File: src/hw/rtl/opss_pkg.sv
// Package: shared types, request and status codes, random word step
`timescale 1ns / 1ps
package opss_pkg;

    localparam int DEPTH_DEF       = 64;
    localparam int HANDLE_BITS_DEF = 16;
    localparam int PADDR_W         = 3;
    localparam int RNG_W           = 32;

    // request codes
    localparam logic [3:0] REQ_ADD_TOP     = 4'd0;
    localparam logic [3:0] REQ_ADD_BOTTOM  = 4'd1;
    localparam logic [3:0] REQ_ADD_RANDOM  = 4'd2;
    localparam logic [3:0] REQ_DRAW_TOP    = 4'd3;
    localparam logic [3:0] REQ_DRAW_BOTTOM = 4'd4;
    localparam logic [3:0] REQ_DRAW_RANDOM = 4'd5;
    localparam logic [3:0] REQ_REMOVE      = 4'd6;
    localparam logic [3:0] REQ_CONTAINS    = 4'd7;
    localparam logic [3:0] REQ_PEEK_N      = 4'd8;
    localparam logic [3:0] REQ_READ_AT     = 4'd9;
    localparam logic [3:0] REQ_DRAIN       = 4'd10;
    localparam logic [3:0] REQ_CLEAR       = 4'd11;
    localparam logic [3:0] REQ_SHUFFLE     = 4'd12;

    // status codes
    localparam logic [2:0] ST_OK        = 3'd0;
    localparam logic [2:0] ST_EMPTY     = 3'd1;
    localparam logic [2:0] ST_FULL      = 3'd2;
    localparam logic [2:0] ST_NOT_FOUND = 3'd3;
    localparam logic [2:0] ST_RANGE     = 3'd4;

    // register byte address bit value that selects the seed register
    localparam logic ADDR_SEED = 1'b0;

    typedef struct packed {
        logic [3:0]  req_type;
        logic [15:0] handle;
        logic [6:0]  position;
    } req_t;

    typedef struct packed {
        logic [2:0]  status;
        logic [15:0] item;
        logic [6:0]  fill;
        logic        last;
    } rsp_t;

    // xorshift 13/17/5 step
    function automatic logic [RNG_W-1:0] xorshift32(input logic [RNG_W-1:0] x);
        logic [RNG_W-1:0] t;
        t = x ^ (x << 13);
        t = t ^ (t >> 17);
        t = t ^ (t << 5);
        return t;
    endfunction

endpackage

File: src/hw/rtl/ordered_pile_store_with_shuffle.sv
// Top level: ordered pile of handles with add, draw, search, stream and shuffle requests
//
// Requests enter on req (valid/ready) and results leave on rsp (valid/ready); each
// transaction on req gives one result, or one per entry for peek and drain, and the
// final result of a request carries last. The block takes one request at a time:
// req_ready is high only while the sequencer is idle.
// Clear, read and plain adds at the top move no entries; an insert or removal moves
// entries one at a time through the slot memory, a read and a write each; a search
// reads the slots one by one; random picks wait for the bit-serial remainder unit; a
// shuffle runs the remainder unit and then two reads and two writes per swap. Peek and
// drain give one result per entry.
// A stalled receiver holds the sequencer at its next result; the result register lets
// a new request be taken while the last result of the previous one still waits.
// Reset empties the pile and loads 1 into the random word; the slot memory is not
// cleared. A write to the seed register over the APB port reloads the random word
// (zero loads 1); reads return the value last written.
`timescale 1ns / 1ps
module ordered_pile_store_with_shuffle #(
    parameter int DEPTH       = opss_pkg::DEPTH_DEF,
    parameter int HANDLE_BITS = opss_pkg::HANDLE_BITS_DEF
) (
    input  logic                          clk,
    input  logic                          rst_n,
    input  logic                          req_valid,
    output logic                          req_ready,
    input  opss_pkg::req_t                req,
    output logic                          rsp_valid,
    input  logic                          rsp_ready,
    output opss_pkg::rsp_t                rsp,
    input  logic                          psel,
    input  logic                          penable,
    input  logic                          pwrite,
    input  logic [opss_pkg::PADDR_W-1:0]  paddr,
    input  logic [31:0]                   pwdata,
    output logic [31:0]                   prdata,
    output logic                          pready
);
    import opss_pkg::*;

    localparam int AW = (DEPTH > 1) ? $clog2(DEPTH) : 1;
    localparam int CW = $clog2(DEPTH + 1);
    localparam int XW = (CW > 7) ? CW : 7;
    localparam int HW = (HANDLE_BITS < 16) ? HANDLE_BITS : 16;

    typedef enum logic [20:0] {
        S_IDLE    = 21'h000001,
        S_RNG     = 21'h000002,
        S_MOD     = 21'h000004,
        S_SHUP_RD = 21'h000008,
        S_SHUP_WR = 21'h000010,
        S_PLACE   = 21'h000020,
        S_TAKE_RD = 21'h000040,
        S_TAKE_WR = 21'h000080,
        S_SHDN_RD = 21'h000100,
        S_SHDN_WR = 21'h000200,
        S_SCAN_RD = 21'h000400,
        S_SCAN_CM = 21'h000800,
        S_STR_RD  = 21'h001000,
        S_STR_OUT = 21'h002000,
        S_READ_RD = 21'h004000,
        S_READ_WT = 21'h008000,
        S_SWP_RDI = 21'h010000,
        S_SWP_RDJ = 21'h020000,
        S_SWP_WRI = 21'h040000,
        S_SWP_WRJ = 21'h080000,
        S_DONE    = 21'h100000
    } state_t;

    state_t          state_reg, state_next;
    logic [CW-1:0]   count_reg, count_next;
    logic [CW-1:0]   ptr_reg, ptr_next;
    logic [CW-1:0]   idx_reg, idx_next;
    logic [CW-1:0]   lim_reg, lim_next;
    logic [RNG_W-1:0] rng_reg, rng_next;
    logic [31:0]     seed_reg, seed_next;
    logic [2:0]      status_reg, status_next;
    logic [15:0]     item_reg, item_next;
    logic [3:0]      type_reg, type_next;
    logic [HW-1:0]   hnd_reg, hnd_next;
    logic [HW-1:0]   swap_reg, swap_next;
    rsp_t            rsp_reg, rsp_next;
    logic            rsp_valid_reg, rsp_valid_next;

    // slot memory
    logic [HW-1:0]   mem [DEPTH];
    logic [HW-1:0]   mem_q;
    logic            mem_we, mem_re;
    logic [AW-1:0]   mem_wa, mem_ra;
    logic [HW-1:0]   mem_wd;

    // remainder unit
    logic            mod_start, mod_busy, mod_done;
    logic [CW-1:0]   mod_div, mod_rem;
    logic [RNG_W-1:0] rng_step;

    logic            take;
    logic            can_emit;
    logic            cfg_wr;
    logic [XW-1:0]   pos_x, cnt_x;
    logic [15:0]     q_ext;
    logic [CW-1:0]   str_addr;

    assign take      = req_valid && req_ready;
    assign can_emit  = !rsp_valid_reg || rsp_ready;
    assign cfg_wr    = psel && penable && pwrite && (paddr[2] == ADDR_SEED);
    assign pos_x     = XW'(req.position);
    assign cnt_x     = XW'(count_reg);
    assign rng_step  = xorshift32(rng_reg);
    assign str_addr  = (type_reg == REQ_DRAIN) ? ptr_reg : (count_reg - CW'(1) - ptr_reg);

    always_comb
    begin
        q_ext         = '0;
        q_ext[HW-1:0] = mem_q;
    end

    opss_mod #(.DW(CW)) u_mod (
        .clk       (clk),
        .rst_n     (rst_n),
        .start     (mod_start),
        .dividend  (rng_step),
        .divisor   (mod_div),
        .busy      (mod_busy),
        .done      (mod_done),
        .remainder (mod_rem)
    );

    // divisor of the random pick
    always_comb
    begin
        case (type_reg)
            REQ_ADD_RANDOM:  mod_div = count_reg + CW'(1);
            REQ_DRAW_RANDOM: mod_div = count_reg;
            default:         mod_div = ptr_reg + CW'(1);
        endcase
    end

    // sequencer
    always_comb
    begin
        state_next     = state_reg;
        count_next     = count_reg;
        ptr_next       = ptr_reg;
        idx_next       = idx_reg;
        lim_next       = lim_reg;
        rng_next       = rng_reg;
        seed_next      = seed_reg;
        status_next    = status_reg;
        item_next      = item_reg;
        type_next      = type_reg;
        hnd_next       = hnd_reg;
        swap_next      = swap_reg;
        rsp_next       = rsp_reg;
        rsp_valid_next = rsp_valid_reg && !rsp_ready;
        mod_start      = 1'b0;
        mem_we         = 1'b0;
        mem_wa         = ptr_reg[AW-1:0];
        mem_wd         = mem_q;
        mem_re         = 1'b0;
        mem_ra         = ptr_reg[AW-1:0];

        unique case (state_reg)
            S_IDLE:
            begin
                if (take)
                begin
                    type_next   = req.req_type;
                    hnd_next    = req.handle[HW-1:0];
                    status_next = ST_OK;
                    item_next   = '0;
                    ptr_next    = count_reg;
                    state_next  = S_DONE;
                    case (req.req_type)
                        REQ_ADD_TOP, REQ_ADD_BOTTOM, REQ_ADD_RANDOM:
                        begin
                            if (count_reg == CW'(DEPTH))
                                status_next = ST_FULL;
                            else if (req.req_type == REQ_ADD_TOP || count_reg == '0)
                            begin
                                idx_next   = count_reg;
                                state_next = S_SHUP_RD;
                            end
                            else if (req.req_type == REQ_ADD_BOTTOM)
                            begin
                                idx_next   = '0;
                                state_next = S_SHUP_RD;
                            end
                            else
                                state_next = S_RNG;
                        end
                        REQ_DRAW_TOP, REQ_DRAW_BOTTOM, REQ_DRAW_RANDOM:
                        begin
                            if (count_reg == '0)
                                status_next = ST_EMPTY;
                            else if (req.req_type == REQ_DRAW_TOP)
                            begin
                                idx_next   = count_reg - CW'(1);
                                state_next = S_TAKE_RD;
                            end
                            else if (req.req_type == REQ_DRAW_BOTTOM)
                            begin
                                idx_next   = '0;
                                state_next = S_TAKE_RD;
                            end
                            else
                                state_next = S_RNG;
                        end
                        REQ_REMOVE, REQ_CONTAINS:
                        begin
                            ptr_next   = '0;
                            state_next = S_SCAN_RD;
                        end
                        REQ_PEEK_N:
                        begin
                            if (count_reg == '0)
                                status_next = ST_EMPTY;
                            else if (req.position != '0)
                            begin
                                lim_next   = (pos_x < cnt_x) ? CW'(req.position) : count_reg;
                                ptr_next   = '0;
                                state_next = S_STR_RD;
                            end
                        end
                        REQ_READ_AT:
                        begin
                            if (pos_x >= cnt_x)
                                status_next = ST_RANGE;
                            else
                            begin
                                idx_next   = CW'(req.position);
                                state_next = S_READ_RD;
                            end
                        end
                        REQ_DRAIN:
                        begin
                            if (count_reg == '0)
                                status_next = ST_EMPTY;
                            else
                            begin
                                lim_next   = count_reg;
                                count_next = '0;
                                ptr_next   = '0;
                                state_next = S_STR_RD;
                            end
                        end
                        REQ_CLEAR:
                            count_next = '0;
                        REQ_SHUFFLE:
                        begin
                            if (count_reg > CW'(1))
                            begin
                                ptr_next   = count_reg - CW'(1);
                                state_next = S_RNG;
                            end
                        end
                        default:
                            status_next = ST_OK;
                    endcase
                end
            end
            // step the generator and start the remainder
            S_RNG:
            begin
                rng_next   = rng_step;
                mod_start  = 1'b1;
                state_next = S_MOD;
            end
            S_MOD:
            begin
                if (mod_done)
                begin
                    idx_next = mod_rem;
                    case (type_reg)
                        REQ_ADD_RANDOM:  state_next = S_SHUP_RD;
                        REQ_DRAW_RANDOM: state_next = S_TAKE_RD;
                        default:         state_next = S_SWP_RDI;
                    endcase
                end
            end
            // open a gap at idx by moving entries up
            S_SHUP_RD:
            begin
                if (ptr_reg == idx_reg)
                    state_next = S_PLACE;
                else
                begin
                    mem_re     = 1'b1;
                    mem_ra     = AW'(ptr_reg - CW'(1));
                    state_next = S_SHUP_WR;
                end
            end
            S_SHUP_WR:
            begin
                mem_we     = 1'b1;
                ptr_next   = ptr_reg - CW'(1);
                state_next = S_SHUP_RD;
            end
            S_PLACE:
            begin
                mem_we     = 1'b1;
                mem_wa     = idx_reg[AW-1:0];
                mem_wd     = hnd_reg;
                count_next = count_reg + CW'(1);
                state_next = S_DONE;
            end
            // pick up the drawn entry, then close the gap
            S_TAKE_RD:
            begin
                mem_re     = 1'b1;
                mem_ra     = idx_reg[AW-1:0];
                state_next = S_TAKE_WR;
            end
            S_TAKE_WR:
            begin
                item_next  = q_ext;
                ptr_next   = idx_reg;
                state_next = S_SHDN_RD;
            end
            S_SHDN_RD:
            begin
                if (ptr_reg + CW'(1) >= count_reg)
                begin
                    count_next = count_reg - CW'(1);
                    state_next = S_DONE;
                end
                else
                begin
                    mem_re     = 1'b1;
                    mem_ra     = AW'(ptr_reg + CW'(1));
                    state_next = S_SHDN_WR;
                end
            end
            S_SHDN_WR:
            begin
                mem_we     = 1'b1;
                ptr_next   = ptr_reg + CW'(1);
                state_next = S_SHDN_RD;
            end
            // search bottom up for the handle
            S_SCAN_RD:
            begin
                if (ptr_reg == count_reg)
                begin
                    status_next = ST_NOT_FOUND;
                    state_next  = S_DONE;
                end
                else
                begin
                    mem_re     = 1'b1;
                    state_next = S_SCAN_CM;
                end
            end
            S_SCAN_CM:
            begin
                if (mem_q == hnd_reg)
                    state_next = (type_reg == REQ_REMOVE) ? S_SHDN_RD : S_DONE;
                else
                begin
                    ptr_next   = ptr_reg + CW'(1);
                    state_next = S_SCAN_RD;
                end
            end
            // peek and drain: one result per entry
            S_STR_RD:
            begin
                mem_re     = 1'b1;
                mem_ra     = str_addr[AW-1:0];
                state_next = S_STR_OUT;
            end
            S_STR_OUT:
            begin
                if (can_emit)
                begin
                    rsp_next.status = ST_OK;
                    rsp_next.item   = q_ext;
                    rsp_next.fill   = 7'(count_reg);
                    rsp_next.last   = (ptr_reg + CW'(1) == lim_reg);
                    rsp_valid_next  = 1'b1;
                    ptr_next        = ptr_reg + CW'(1);
                    state_next      = (ptr_reg + CW'(1) == lim_reg) ? S_IDLE : S_STR_RD;
                end
            end
            S_READ_RD:
            begin
                mem_re     = 1'b1;
                mem_ra     = idx_reg[AW-1:0];
                state_next = S_READ_WT;
            end
            S_READ_WT:
            begin
                item_next  = q_ext;
                state_next = S_DONE;
            end
            // swap slot ptr with slot idx
            S_SWP_RDI:
            begin
                mem_re     = 1'b1;
                state_next = S_SWP_RDJ;
            end
            S_SWP_RDJ:
            begin
                swap_next  = mem_q;
                mem_re     = 1'b1;
                mem_ra     = idx_reg[AW-1:0];
                state_next = S_SWP_WRI;
            end
            S_SWP_WRI:
            begin
                mem_we     = 1'b1;
                state_next = S_SWP_WRJ;
            end
            S_SWP_WRJ:
            begin
                mem_we     = 1'b1;
                mem_wa     = idx_reg[AW-1:0];
                mem_wd     = swap_reg;
                ptr_next   = ptr_reg - CW'(1);
                state_next = (ptr_reg == CW'(1)) ? S_DONE : S_RNG;
            end
            S_DONE:
            begin
                if (can_emit)
                begin
                    rsp_next.status = status_reg;
                    rsp_next.item   = item_reg;
                    rsp_next.fill   = 7'(count_reg);
                    rsp_next.last   = 1'b1;
                    rsp_valid_next  = 1'b1;
                    state_next      = S_IDLE;
                end
            end
            default:
                state_next = S_IDLE;
        endcase

        // seed write reloads the generator
        if (cfg_wr)
        begin
            seed_next = pwdata;
            rng_next  = (pwdata == '0) ? RNG_W'(1) : pwdata;
        end
    end

    always_ff @(posedge clk or negedge rst_n)
    begin
        if (!rst_n)
        begin
            state_reg     <= S_IDLE;
            count_reg     <= '0;
            rng_reg       <= RNG_W'(1);
            seed_reg      <= 32'd1;
            rsp_valid_reg <= 1'b0;
        end
        else
        begin
            state_reg     <= state_next;
            count_reg     <= count_next;
            rng_reg       <= rng_next;
            seed_reg      <= seed_next;
            rsp_valid_reg <= rsp_valid_next;
        end
    end

    always_ff @(posedge clk)
    begin
        ptr_reg    <= ptr_next;
        idx_reg    <= idx_next;
        lim_reg    <= lim_next;
        status_reg <= status_next;
        item_reg   <= item_next;
        type_reg   <= type_next;
        hnd_reg    <= hnd_next;
        swap_reg   <= swap_next;
        rsp_reg    <= rsp_next;
    end

    // slot memory: one write and one registered read per cycle
    always_ff @(posedge clk)
    begin
        if (mem_we)
            mem[mem_wa] <= mem_wd;
        if (mem_re)
            mem_q <= mem[mem_ra];
    end

    assign req_ready = (state_reg == S_IDLE);
    assign rsp_valid = rsp_valid_reg;
    assign rsp       = rsp_reg;
    assign pready    = 1'b1;
    assign prdata    = (paddr[2] == ADDR_SEED) ? seed_reg : 32'd0;

    a_count_range: assert property (@(posedge clk) disable iff (!rst_n)
        count_reg <= CW'(DEPTH))
        else $error("entry count beyond depth");
    a_idle_mod: assert property (@(posedge clk) disable iff (!rst_n)
        (state_reg == S_IDLE) |-> !mod_busy)
        else $error("remainder unit busy while idle");
    a_full_add: assert property (@(posedge clk) disable iff (!rst_n)
        (take && count_reg == CW'(DEPTH) &&
         (req.req_type == REQ_ADD_TOP || req.req_type == REQ_ADD_BOTTOM ||
          req.req_type == REQ_ADD_RANDOM)) |=> count_reg == $past(count_reg))
        else $error("add to full pile changed the count");
    a_state_onehot: assert property (@(posedge clk) disable iff (!rst_n)
        $onehot(state_reg))
        else $error("sequencer state not one-hot");

endmodule

File: src/hw/rtl/opss_mod.sv
// Iterative remainder unit: 32-bit dividend modulo a narrow divisor, one bit a cycle
`timescale 1ns / 1ps
module opss_mod #(
    parameter int DW = 7
) (
    input  logic          clk,
    input  logic          rst_n,
    input  logic          start,
    input  logic [31:0]   dividend,
    input  logic [DW-1:0] divisor,
    output logic          busy,
    output logic          done,
    output logic [DW-1:0] remainder
);
    import opss_pkg::*;

    logic [RNG_W-1:0] dvd_reg, dvd_next;
    logic [DW-1:0]    rem_reg, rem_next;
    logic [DW-1:0]    div_reg, div_next;
    logic [5:0]       cnt_reg, cnt_next;
    logic             busy_reg, busy_next;
    logic             done_reg, done_next;
    logic [DW:0]      trial;
    logic [DW:0]      diff;

    // restoring step: bring down one dividend bit, subtract if it fits
    assign trial = {rem_reg, dvd_reg[RNG_W-1]};
    assign diff  = trial - {1'b0, div_reg};

    always_comb
    begin
        dvd_next  = dvd_reg;
        rem_next  = rem_reg;
        div_next  = div_reg;
        cnt_next  = cnt_reg;
        busy_next = busy_reg;
        done_next = 1'b0;
        if (start)
        begin
            dvd_next  = dividend;
            div_next  = divisor;
            rem_next  = '0;
            cnt_next  = '0;
            busy_next = 1'b1;
        end
        else if (busy_reg)
        begin
            dvd_next = dvd_reg << 1;
            rem_next = (trial >= {1'b0, div_reg}) ? diff[DW-1:0] : trial[DW-1:0];
            cnt_next = cnt_reg + 6'd1;
            if (cnt_reg == 6'(RNG_W - 1))
            begin
                busy_next = 1'b0;
                done_next = 1'b1;
            end
        end
    end

    always_ff @(posedge clk or negedge rst_n)
    begin
        if (!rst_n)
        begin
            busy_reg <= 1'b0;
            done_reg <= 1'b0;
            cnt_reg  <= '0;
        end
        else
        begin
            busy_reg <= busy_next;
            done_reg <= done_next;
            cnt_reg  <= cnt_next;
        end
    end

    always_ff @(posedge clk)
    begin
        dvd_reg <= dvd_next;
        rem_reg <= rem_next;
        div_reg <= div_next;
    end

    assign busy      = busy_reg;
    assign done      = done_reg;
    assign remainder = rem_reg;

    a_no_restart: assert property (@(posedge clk) disable iff (!rst_n) busy_reg |-> !start)
        else $error("remainder unit restarted while busy");
    a_done_idle: assert property (@(posedge clk) disable iff (!rst_n) done_reg |-> !busy_reg)
        else $error("remainder unit done while busy");
    a_rem_range: assert property (@(posedge clk) disable iff (!rst_n)
        (done_reg && div_reg != '0) |-> rem_reg < div_reg)
        else $error("remainder not below divisor");

endmodule
File: config.mk
export PLATFORM = sky130hd
export DESIGN_NAME = ordered_pile_store_with_shuffle
export DESIGN_NICKNAME = d
export VERILOG_FILES = /design/src/hw/rtl/opss_pkg.sv /design/src/hw/rtl/ordered_pile_store_with_shuffle.sv /design/src/hw/rtl/opss_mod.sv
export SDC_FILE = /design/constraint.sdc
export NUM_CORES = 2
export LEC_CHECK = 0
export BUFFER_PORTS_ARGS = -buffer_cell sky130_fd_sc_hd__buf_2
export CORE_ASPECT_RATIO = 0.6
export CORE_UTILIZATION = 55
export CTS_BUF_LIST = sky130_fd_sc_hd__clkbuf_16
export CTS_CLUSTER_SIZE = 28
export DETAILED_ROUTE_END_ITERATION = 10
export PLACE_DENSITY_LB_ADDON = 0.25
export SLEW_MARGIN = 0
export SYNTH_ARGS = -nofsm -noshare
export SYNTH_HDL_FRONTEND = slang
export SYNTH_HIERARCHICAL = 1
export SYNTH_SLANG_ARGS = --single-unit
export TNS_END_PERCENT = 50
File: constraint.sdc
create_clock -name clk -period 4.84 [get_ports clk]
set_input_delay 0.242 -clock clk [delete_from_list [all_inputs] [get_ports clk]]
set_output_delay 0.242 -clock clk [all_outputs]
set_load 0.005 [all_outputs]
==> results.cfg <==
[status]
outcome = finished clean

[placed_design]
hpwl_um = 105400
io_buffers = 127
gp_congestion = 0.9649
post-place-cells = 5916

[pwr]
irDropWorstVdd_mv = 0.3889
internal_power_w = 0.02401
p_leak_nw = 23.64
swShare_pct = 39.53
powerDensity_nw_per_um2 = 613.6
p_comb_share_pct = 43.0
clkPwrFrac_pct = 22.8
power.switching_w = 0.01569
seqPwrFrac_pct = 34.2

[floorplan]
die_area_sq_um = 102800
start_util_pct = 55.49
fp.dieW_um = 413.2
core_area_sq_um = 100600
pin_count = 131
die_y_um = 248.7
num_rows = 90

[worst_setup_path]
cp-start-kind = flop
crit_buf_inv = 7
r2r_slack_ps = 150
critPathMostFrequentCell = buf_4
worstPathCellList = ha_2 -> buf_4 -> xnor2_2 -> inv_1 -> ha_1 -> a21oi_1 -> o21ai_2 -> a21oi_4 -> buf_4 -> buf_4 -> nand3_1 -> o211ai_1 -> a211o_2 -> buf_4 -> buf_12 -> a31oi_1 -> and3_1 -> o41ai_2 -> buf_4 -> o22ai_1
crit_path_max_incr_delay_ps = 450
r2r-start = ptr_reg[0]
crit_arrival_ps = 5170
cpMaxStageDelayCell = edfxtp_1
critPathKind = flop to flop
required_ps = 5320
startpoint = ptr_reg[0]
endpoint_kind = flop
path_max_fanout = 30
cpLargestDelayFamily = compound AO/OA/AOI/OAI gates

[global_route]
grt_antenna_before_repair = 6
grt_pass1_wl_um = 236100
grt-ovfl-total = 0
grt_usage_pct = 31.09
grt_max_degree = 78
first_global_vias = 36030

[yosys]
avgSynthCellArea_sq_um = 12.66
yosysWarnings = 6
synth_area_sq_um = 55800
ys_ff_latch = 1290
ys.flop_type = edfxtp_1
syn_inst = 4409
synth_edf_count = 1182
synth.net_count = 4512
ys_async_sr_fraction_pct = 7.829
seq_area_frac_synth_pct = 68.40
synth_cell_types = 94

[timing]
slew_headroom_pct = 20.74
fmax_mhz = 213.1
rsz0062_at_grt = false
drv_slew = 0
tightest_slew_ps = 1182
hold_viol = 0
finalSetupViolations = 0
setup_tns_ps = 0
post-route-min-period_ps = 4692
skew_ps = 28.12
period_share_pct = 96.93

[routing]
wl_um = 161600
drt_iter0_drc = 6117
route.vias.total = 39060
drc = 0
firstDrtPassIters = 6
routedWlPerCell_um = 26.04
ant_nets = 0
via_per_inst = 6.294

[job]
cap_violations = 0

[finish]
largest_reg_flops = 1024
finalNonFillerCells = 6206
final_layout_size_suffix_gt1_share_pct = 17.11
area_growth_pct = 15.94
fin_nets = 4873
largest_register = mem

[min_path]
hold_path_startpoint = req_valid
hold_path.class = primary input to flop

[clock_network]
clk_pin_slew_ps = 70
clk_path_buf_depth = 3
cts_made_buffers = 113
cts_root_buf = clkbuf_16
cts_max_level = 3
tritoncts = built
cts_sinks = 1290
clkLatencyLatePin_ps = 750
==> power by group through the flow <==
stage	registers (W)	logic, W	clock network (W)
floorplan	0.0136	0.00939	0
global placement	0.0138	0.0158	0
detailed placement	0.0138	0.0160	0
CTS	0.0136	0.0162	0.00911
global route	0.0136	0.0180	0.00952
finish	0.0136	0.0171	0.00905
==> layout make-up <==
cell class	instances	area [sq um]
Clock inverter	100	819.5
Multi-Input combinational cell	2789	16450
Inverter	49	183.9
Tap cell	1334	1669
Timing Repair Buffer	527	4543
Clock buffer	114	2853
Fill cell	7341	35870
Antenna cell	3	7.507
Sequential cell	1290	38170
==> what timing repair did <==
item / 4_1_cts / 5_1_grt
endpoints found under the setup margin: 16 / 16
pin swaps: 0 / 7
hold buffers: 61 / 0
endpoints found under the hold margin: 149 / 0
gates resized for setup: 4 / 48
buffers inserted: 0 / 11
gates cloned: 0 / 1
==> Yosys cell counts (38+ instances only) <==
library cell | number | area, sq um
a211oi_1 | 75 | 563.0
a21oi_1 | 65 | 325.3
a311oi_1 | 38 | 332.8
a31oi_1 | 127 | 794.5
and3_1 | 154 | 963.4
buf_2 | 119 | 595.6
clkbuf_1 | 114 | 427.9
dfrtp_1 | 98 | 2452
edfxtp_1 | 1182 | 35490
inv_1 | 41 | 153.9
mux2_2 | 62 | 698.2
mux2i_1 | 72 | 720.7
nand2_1 | 961 | 3607
nand3_1 | 277 | 1386
nor2_1 | 176 | 660.6
nor2b_1 | 45 | 281.5
o21ai_0 | 107 | 535.5
xnor2_1 | 82 | 718.2
xor2_1 | 48 | 420.4
==> metrics by stage <==
stage	hold slack (ps)	setup WS, ps	utilization [%]	total power [W]	instance area, sq um
after detailed placement	380.0	-223.1	59.72	0.02981	60060
after global routing	73.69	5.967	64.33	0.04115	64680
after CTS	46.25	9.788	64.01	0.03885	64360
final	98.76	148.4	64.33	0.03970	64690
after global placement	373.0	-228.6	59.72	0.02956	60060
after floorplan	-53.59	373.2	-	0.02297	55800
==> path summary, 6_finish.rpt <==
path                       depth (start not counted)                to
max                                               20         mem_q[12]
max in group asynchronous                          3       seed_reg[7]
max reg2reg                                       20         mem_q[12]
min                                                2       type_reg[3]
min in group asynchronous                          2  u_mod/cnt_reg[3]
min reg2reg                                        2       seed_reg[0]
==> layout by cell type (no fill, tap or decap), drive strengths merged, types with 64 or more instances in the layout <==
cell type | Yosys | final
o21ai | 122 | 122
nand3 | 278 | 278
buf | 165 | 465
and3 | 154 | 154
mux2 | 64 | 64
a21oi | 66 | 66
nor2 | 178 | 178
xnor2 | 82 | 82
edfxtp | 1182 | 1182
clkbuf | 116 | 115
nand2 | 964 | 964
mux2i | 72 | 72
a211oi | 77 | 77
inv | 44 | 66
dfrtp | 98 | 98
a31oi | 127 | 127
==> logic make-up after synthesis <==
| logic type | share of synthesized area, % |
|---|---|
| simple gates | 15.36 |
| flops | 68.40 |
| compound gates | 7.971 |
| buf+inv | 2.754 |
| mux | 2.583 |
| xor+xnor | 2.121 |
| fa+ha+maj | 0.8072 |
| other cells | 0.006720 |
==> layer usage <==
metal / routed length [um] / track usage (%) / share of wire (%) / vias up
met5: 27 / 0 / 0.017 / -
met1: 69690 / 50.72 / 43 / 19170
li1: - / - / - / 17080
met3: 23120 / 8.513 / 14 / 263
met2: 65430 / 41.11 / 40 / 2538
met4: 3343 / 6.452 / 2.1 / 4
(Power assumes the default switching activity.)
